## src/pip_pkg.sv

```systemverilog
// ----------------------------------------------------------------------------
// pip_pkg
// Shared widths, defaults and the per-edge record for the point-in-polygon
// test.
// ----------------------------------------------------------------------------
package pip_pkg;

    // Field widths.
    localparam int PNT_W  = 16;
    localparam int VTX_W  = 24;
    localparam int OFS_W  = 8;
    localparam int CNT_W  = 9;
    localparam int DIFF_W = VTX_W + 1;
    localparam int PROD_W = 2 * DIFF_W;

    // Defaults.
    localparam int                 MAX_VERTICES_DEF = 256;
    localparam logic [OFS_W-1:0]   PROBE_OFFSET_RST = 8'd3;

    // One edge, prepared for the final compare. When decided is set the
    // edge outcome is already known and held in dval; otherwise the
    // cross-multiplied products settle it, with up giving the edge direction.
    typedef struct packed {
        logic                     decided;
        logic                     dval;
        logic                     up;
        logic signed [PROD_W-1:0] lhs;
        logic signed [PROD_W-1:0] rhs;
    } edge_pre_t;

endpackage

```

## src/pip_tally.sv

```systemverilog
// ----------------------------------------------------------------------------
// pip_tally
// Finishes both edge tests of a vertex, keeps the crossing count and
// parity, and holds the result register toward the output channel.
// ----------------------------------------------------------------------------
module pip_tally #(
    parameter int MAX_VERTICES = pip_pkg::MAX_VERTICES_DEF
) (
    input  logic                          aclk,
    input  logic                          aresetn,
    input  logic                          b_valid,
    input  logic                          b_first,
    input  logic                          b_last,
    input  pip_pkg::edge_pre_t            e1,
    input  pip_pkg::edge_pre_t            e2,
    output logic                          b_ready,
    output logic                          m_valid,
    input  logic                          m_ready,
    output logic                          m_inside_res,
    output logic [pip_pkg::CNT_W-1:0]     m_crossings
);
    import pip_pkg::*;

    localparam int               CAP   = (MAX_VERTICES > 511) ? 511 : MAX_VERTICES;
    localparam logic [CNT_W:0]   CAP_W = (CNT_W+1)'(CAP);

    logic             c1;
    logic             c2;
    logic             retire;
    logic [CNT_W:0]   sum;
    logic [CNT_W-1:0] count_reg, count_next;
    logic             parity_reg, parity_next;
    logic             m_valid_reg;
    logic             inside_reg;
    logic [CNT_W-1:0] crossings_reg;

    // Final crossing decision for each edge.
    assign c1 = e1.decided ? e1.dval : (e1.up ? (e1.lhs >= e1.rhs) : (e1.lhs <= e1.rhs));
    assign c2 = e2.decided ? e2.dval : (e2.up ? (e2.lhs >= e2.rhs) : (e2.lhs <= e2.rhs));

    // A vertex that closes no polygon always retires; a last vertex needs
    // room in the result register.
    assign b_ready = !b_valid || !b_last || !m_valid_reg || m_ready;
    assign retire  = b_valid && b_ready;

    // Saturating count and true parity; a first vertex restarts both.
    always_comb begin
        sum = {1'b0, (b_first ? '0 : count_reg)} + (CNT_W+1)'(c1) + (CNT_W+1)'(c2);
        count_next  = (sum > CAP_W) ? CAP_W[CNT_W-1:0] : sum[CNT_W-1:0];
        parity_next = (b_first ? 1'b0 : parity_reg) ^ c1 ^ c2;
    end

    // Tally state.
    always_ff @(posedge aclk) begin
        if (!aresetn) begin
            count_reg  <= '0;
            parity_reg <= 1'b0;
        end else if (retire) begin
            count_reg  <= count_next;
            parity_reg <= parity_next;
        end
    end

    // Result register and its transfer handshake.
    always_ff @(posedge aclk) begin
        if (!aresetn) begin
            m_valid_reg <= 1'b0;
        end else if (retire && b_last) begin
            m_valid_reg <= 1'b1;
        end else if (m_ready) begin
            m_valid_reg <= 1'b0;
        end
    end

    always_ff @(posedge aclk) begin
        if (retire && b_last) begin
            inside_reg    <= parity_next;
            crossings_reg <= count_next;
        end
    end

    assign m_valid      = m_valid_reg;
    assign m_inside_res = inside_reg;
    assign m_crossings  = crossings_reg;

endmodule
```

## config.mk

```make
export PLATFORM = sky130hd
export DESIGN_NAME = pip_tally
export DESIGN_NICKNAME = d
export VERILOG_FILES = /design/src/pip_pkg.sv /design/src/pip_tally.sv
export SDC_FILE = /design/constraint.sdc
export NUM_CORES = 1
export LEC_CHECK = 0
export ABC_CLOCK_PERIOD_IN_PS = 6100
export BUFFER_PORTS_ARGS = -buffer_cell sky130_fd_sc_hd__buf_2
export CAP_MARGIN = 5
export CORE_MARGIN = 3
export CORE_UTILIZATION = 45
export DETAILED_ROUTE_END_ITERATION = 12
export PLACE_DENSITY = 0.82
export SLEW_MARGIN = 20
export SYNTH_ARGS = -nofsm -noshare
export SYNTH_HDL_FRONTEND = slang
export SYNTH_SLANG_ARGS = --single-unit
```

## constraint.sdc

```tcl
create_clock -name aclk -period 6.1 [get_ports aclk]
set_clock_uncertainty 0.1 [all_clocks]
set_input_delay 1.22 -clock aclk [delete_from_list [all_inputs] [get_ports aclk]]
set_output_delay 1.22 -clock aclk [all_outputs]
set_load 0.05 [all_outputs]
```

==> flow_metrics.py, run 1 <==
metrics = {
    "clock_network": {
        "clockBufferDepth": 2,
        "postCtsSetupBuffers": 0,
        "clkLatencyLatePin_ns": 0.26,
        "cts_max_level": 1,
        "cts_root_buffer": "clkbuf_8",
        "cts.sinks": 21,
        "cts_hold_buf": 0,
        "cts_buffers": 3,
        "cts_resized": 0,
        "clk_pin_slew_worst_paths_ns": 0.07,
        "cts_tree": "yes",
    },
    "power_and_ir_drop": {
        "switching_share": 0.364,
        "p_int_mw": 0.347,
        "power_frac_seq": 0.294,
        "p_total_mw": 0.545,
        "clockPowerShare": 0.165,
        "switchingPower_mw": 0.199,
        "power_leakage_nw": 3.02,
        "power_frac_comb": 0.541,
        "p_per_area_nw_per_um2": 108,
        "worst_ir_drop_vdd_uv": 78.3,
    },
    "synth": {
        "synthCells": 493,
        "syn_area_per_cell_um2": 7.68,
        "synth_common_cells": "103 x inv_1, 101 x ha_1, 42 x nand2_1",
        "yosys.cell_types.count": 44,
        "ys_ff_latch": 21,
        "yosys_warnings": 0,
        "yosysTopAreaCellShare": 0.334,
        "synth-edff-count": 10,
        "synth_area_leaders": "ha_1 33%, inv_1 10%, edfxtp_1 7.9%",
        "synth_area_um2": 3780,
        "synth.net_count": 807,
        "synth_area_leader_cell": "ha_1",
        "yosysMostFrequentCell": "inv_1",
        "synthFlopType": "dfxtp_1",
        "async_flop_share": 0,
        "yosysSeqAreaShare": 0.138,
    },
    "timing": {
        "min_period_ns": 5.50,
        "setup_tns_ns": 0,
        "grt_setup_unrepaired": "false",
        "maxSlewHeadroom": 0.456,
        "finalHoldViolCount": 0,
        "worst_slew_pin_slew_ns": 0.812,
        "setup_viol": 0,
        "fin_ws_ns": 0.603,
        "fmax_mhz": 182,
        "min_period_over_period": 0.901,
        "maxSlewViolCount": 0,
    },
    "status": {
        "status": "completed",
    },
    "floorplan": {
        "core_area_um2": 7930,
        "die_height_um": 97.7,
        "die_w_um": 97.7,
        "rows": 32,
        "dieArea_um2": 9550,
        "start_util": 0.477,
        "io_pins": 224,
    },
    "routing": {
        "drtIter0Drc": 74,
        "wl_per_cell_um": 13.2,
        "drc_errors": 0,
        "routed_wl_mm": 10.8,
        "drt_first_pass_iters": 4,
        "num_vias": 4198,
        "ant_nets": 0,
        "via_per_inst": 5.16,
    },
    "min_path": {
        "hp-class": "flop to flop",
        "min_from": "count_reg[0]$_SDFFE_PN0P_",
    },
    "final_layout": {
        "stdcell_count": 814,
        "nets": 1027,
        "multi_input_area_um2": 2850,
        "syn_to_final_growth_pct": 33.2,
        "seqCellArea_um2": 520,
        "drive_gt1_frac": 0.324,
        "diodes": 0,
        "fill_cells": 683,
    },
    "worst_setup_path": {
        "timing.rr.start": "count_reg[0]$_SDFFE_PN0P_",
        "crit_type": "input port to flop",
        "cp.required_ns": 6.14,
        "slowest_stage": "nor3_1",
        "worstPathArrival_ns": 5.54,
        "startpoint_type": "input port",
        "cp-startpoint": "e2[15]",
        "crit_fanout": 9,
        "end_kind": "flop",
        "cp_cell_sequence": "buf_2 -> inv_1 -> ha_1 -> a21o_1 -> a21o_1 -> a221oi_1 -> o221ai_1 -> a211oi_1 -> mux2i_1 -> and2_4 -> fa_1 -> ha_1 -> nand2_1 -> nor3_1 -> nand3_1 -> mux2i_1 -> o31a_1 -> nand2b_1 -> nor2b_1 -> o21ai_0 -> a21boi_0",
        "slowest_delay_ns": 0.47,
    },
    "grt": {
        "gr-total-overflow": 0,
        "grt_pass1_wl_mm": 17.6,
        "grt_max_degree": 14,
        "grt_usage": 0.214,
        "grt_pass1_vias": 4338,
        "antenna_found_initial": 0,
    },
    "placed_design": {
        "numPortBuffers": 223,
        "preCtsSetupSlack_ns": 0.399,
        "dp.cells": 810,
        "gp_congestion": 0.897,
        "hpwlAfterDp_mm": 9.86,
    },
    "flow_run": {
        "maxCapViolations": 0,
    },
}
==> critical path: cells and delay by family <==
kind / cells / cell delay (ns)
adder cells (fa/ha/maj): 3 / 0.74
AO/OA/AOI/OAI: 8 / 1.71
multiplexers: 2 / 0.39
AND/OR/NAND/NOR: 6 / 1.34
buffers and inverters: 2 / 0.13
==> power groups by stage <==
stage / clock network [mW] / logic [mW] / registers, mW
2_1_floorplan: 0 / 0.162 / 0.179
3_3_place_gp: 0 / 0.279 / 0.163
3_5_place_dp: 0 / 0.294 / 0.164
4_1_cts: 0.0918 / 0.296 / 0.161
5_1_grt: 0.0987 / 0.335 / 0.161
6_report: 0.0900 / 0.295 / 0.160
==> layout make-up <==
type / instances / area share
Tap cell: 102 / 0.0253
Clock buffer: 4 / 0.00894
Sequential cell: 21 / 0.103
Multi-Input combinational cell: 361 / 0.564
Timing Repair Buffer: 223 / 0.221
Inverter: 103 / 0.0767
==> per-layer routing <==
layer | share of wire | track usage | routed length (µm) | vias to the layer above
li1 | - | - | - | 2151
met5 | 0 | 0 | 0 | -
met4 | 0.025 | 0.0671 | 267 | 0
met3 | 0.071 | 0.0416 | 765 | 30
met2 | 0.53 | 0.429 | 5670 | 166
met1 | 0.38 | 0.220 | 4060 | 1851
==> cell families after synthesis <==
family,count (synthesis),share of synthesized area
adders and majority gates,102,0.339
xor gates and xnor gates,12,0.0298
and+or+nand+nor,140,0.200
AOI/OAI and AO/OA,104,0.175
muxes,3,0.00793
DFF,21,0.138
buffers and inverters,111,0.111
==> through the flow <==
step           utilization  cell area, µm²  hold slack [ns]
3_3_place_gp         0.630            5000            0.354
3_5_place_dp         0.630            5000            0.363
2_1_floorplan            -            3780            0.339
6_report             0.636            5040            0.375
4_1_cts              0.636            5040            0.375
5_1_grt              0.636            5040            0.422
==> placed cells by master, fill, tap and decap left out, types with 2 or more instances in the layout <==
master    synthesis  routed
a211oi_1          5       5
a21boi_0          7       7
a21o_1           23      23
a21oi_1          36      36
a221oi_1          5       5
a31oi_1           2       2
and2_1            5       5
and3_1            2       2
and4_1            4       4
buf_2             2     223
clkbuf_8          0       3
dfxtp_1          11      11
edfxtp_1         10      10
ha_1            101     101
inv_1           103     103
mux2i_1           3       3
nand2_1          42      42
nand2b_1         10      10
nand3_1          10      10
nand4_1          18      18
nor2_1           16      16
nor2b_1          10      10
nor3_1           11      11
nor4_1            4       4
o211ai_1          3       3
o21ai_0          17      17
or3_1             2       2
xnor2_1           9       9
xor2_1            2       2
==> final timing paths <==
kind | endpoint | slack, ns | depth (start not counted)
worst max-delay path | count_reg[4]$_SDFFE_PN0P_ | 0.60 | 21
worst min-delay path | count_reg[0]$_SDFFE_PN0P_ | 0.38 | 2
worst max register to register | count_reg[7]$_SDFFE_PN0P_ | 3.01 | 13
worst min register to register | count_reg[0]$_SDFFE_PN0P_ | 0.38 | 2
(Power assumes the default switching activity.)
==> inputs of run 2 (changes only) <==
==> constraint.sdc (replaced) <==
create_clock -name aclk -period 6.1 [get_ports aclk]
set_clock_uncertainty 0.1 [all_clocks]
set_input_delay 0 -clock aclk [delete_from_list [all_inputs] [get_ports aclk]]
set_output_delay 0 -clock aclk [all_outputs]
set_load 0.05 [all_outputs]
==> run 2 against run 1 <==
  * Utilization rose by 0.38 points
  * Sequential cell count did not move
  * Cell area rose by 0.60%
  * Die area did not move
  * Via count fell by 0.29%
  * Register-to-register slack barely moved
  * Total power fell by 0.28%
  * Clock power fell by 2.3%
==> flow_metrics.py, run 2 (synthesis results as in run 1) <==
metrics = {
    "timing": {
        "worst_slew_pin_slew_ns": 0.835,
        "maxSlewViolCount": 0,
        "setup_viol": 0,
        "fin_ws_ns": 1.89,
        "min_period_over_period": 0.689,
        "fmax_mhz": 238,
        "maxSlewHeadroom": 0.441,
        "setup_tns_ns": 0,
        "min_period_ns": 4.21,
        "finalHoldViolCount": 0,
        "grt_setup_unrepaired": "false",
    },
    "grt": {
        "grt_max_degree": 14,
        "antenna_found_initial": 0,
        "grt_usage": 0.215,
        "grt_pass1_wl_mm": 17.6,
        "gr-total-overflow": 0,
        "grt_pass1_vias": 4216,
    },
    "floorplan": {
        "start_util": 0.477,
        "core_area_um2": 7930,
        "rows": 32,
        "die_w_um": 97.7,
        "io_pins": 224,
        "dieArea_um2": 9550,
        "die_height_um": 97.7,
    },
    "clock_network": {
        "cts_tree": "yes",
        "cts_resized": 0,
        "cts_root_buffer": "clkbuf_8",
        "clk_pin_slew_worst_paths_ns": 0.07,
        "cts_buffers": 3,
        "cts_hold_buf": 3,
        "clkLatencyLatePin_ns": 0.25,
        "postCtsSetupBuffers": 0,
        "cts_max_level": 1,
        "clockBufferDepth": 2,
        "cts.sinks": 21,
    },
    "routing": {
        "drtIter0Drc": 60,
        "ant_nets": 0,
        "drc_errors": 0,
        "via_per_inst": 5.12,
        "wl_per_cell_um": 13.0,
        "num_vias": 4186,
        "drt_first_pass_iters": 4,
        "routed_wl_mm": 10.6,
    },
    "power_and_ir_drop": {
        "power_leakage_nw": 3.03,
        "worst_ir_drop_vdd_uv": 61.6,
        "p_per_area_nw_per_um2": 107,
        "p_total_mw": 0.544,
    },
    "placed_design": {
        "gp_congestion": 0.897,
        "hpwlAfterDp_mm": 9.75,
        "numPortBuffers": 223,
        "preCtsSetupSlack_ns": 1.65,
    },
    "worst_setup_path": {
        "worstPathArrival_ns": 4.29,
        "crit_type": "input port to flop",
        "startpoint_type": "input port",
        "cp.required_ns": 6.18,
        "end_kind": "flop",
        "crit_fanout": 9,
    },
    "final_layout": {
        "syn_to_final_growth_pct": 34.0,
        "final_cell_mix": "223 x buf_2, 103 x inv_1, 101 x ha_1",
        "diodes": 0,
        "final_common_cell": "buf_2",
        "drive_gt1_frac": 0.323,
        "nets": 1030,
    },
    "min_path": {
        "hp-class": "input port to flop",
    },
    "flow_run": {
        "maxCapViolations": 0,
    },
    "status": {
        "status": "completed",
    },
}
run 2: where the power goes:
| group | total [mW] | internal, mW | switching (mW) |
|---|---|---|---|
| registers | 0.161 | 0.157 | 0.00335 |
| logic | 0.295 | 0.144 | 0.151 |
| clock network | 0.0879 | 0.0464 | 0.0414 |
| total | 0.544 | 0.348 | 0.196 |
run 2: final timing paths:
check	from	to	slack (ns)	depth (start not counted)
min reg2reg	count_reg[0]$_SDFFE_PN0P_	count_reg[0]$_SDFFE_PN0P_	0.37	2
max	e2[15]	count_reg[7]$_SDFFE_PN0P_	1.89	22
max reg2reg	count_reg[0]$_SDFFE_PN0P_	count_reg[7]$_SDFFE_PN0P_	3.01	13
min	b_first	parity_reg$_SDFFE_PN0P_	0.16	3
run 2: per-layer routing:
| layer | wire [µm] | part of all wire | up-vias | track usage |
|---|---|---|---|---|
| met2 | 5590 | 0.53 | 160 | 0.416 |
| met5 | 0 | 0 | - | 0 |
| met3 | 669 | 0.063 | 23 | 0.0273 |
| met1 | 4120 | 0.39 | 1848 | 0.243 |
| met4 | 244 | 0.023 | 0 | 0.0618 |
| li1 | - | - | 2155 | - |
run 2: layout make-up:
cell class                 instances  area [µm²]
clock buffer                       4        45.0
fill                             673        2860
inverter                         103         387
multi-input combinational        361        2850
sequential                        21         520
tap                              102         128
timing repair buffer             226        1150
run 2: worst max-delay path, stage by stage:
cell and delay [ns]:
buf_2 0.09, inv_1 0.04, ha_1 0.30, a21o_1 0.19, a21o_1 0.17, a221oi_1 0.29
o221ai_1 0.19, a211oi_1 0.25, mux2i_1 0.11, and2_4 0.16, fa_1 0.43, ha_1 0.27
nand2_1 0.14, xor2_1 0.16, a31oi_1 0.08, or3_1 0.31, nor3_1 0.19, o31a_1 0.22
nand2b_1 0.20, nor2_1 0.21, nand3b_1 0.09, a21boi_0 0.18
run 2: stage by stage:
stage | std cells | utilization | area [µm²] | hold WS (ns)
floorplan | 493 | - | 3780 | 0.0627
global placement | 810 | 0.630 | 5000 | 0.178
detailed placement | 810 | 0.630 | 5000 | 0.200
CTS | 817 | 0.640 | 5070 | 0.147
global route | 817 | 0.640 | 5070 | 0.164
finish | 817 | 0.640 | 5070 | 0.158
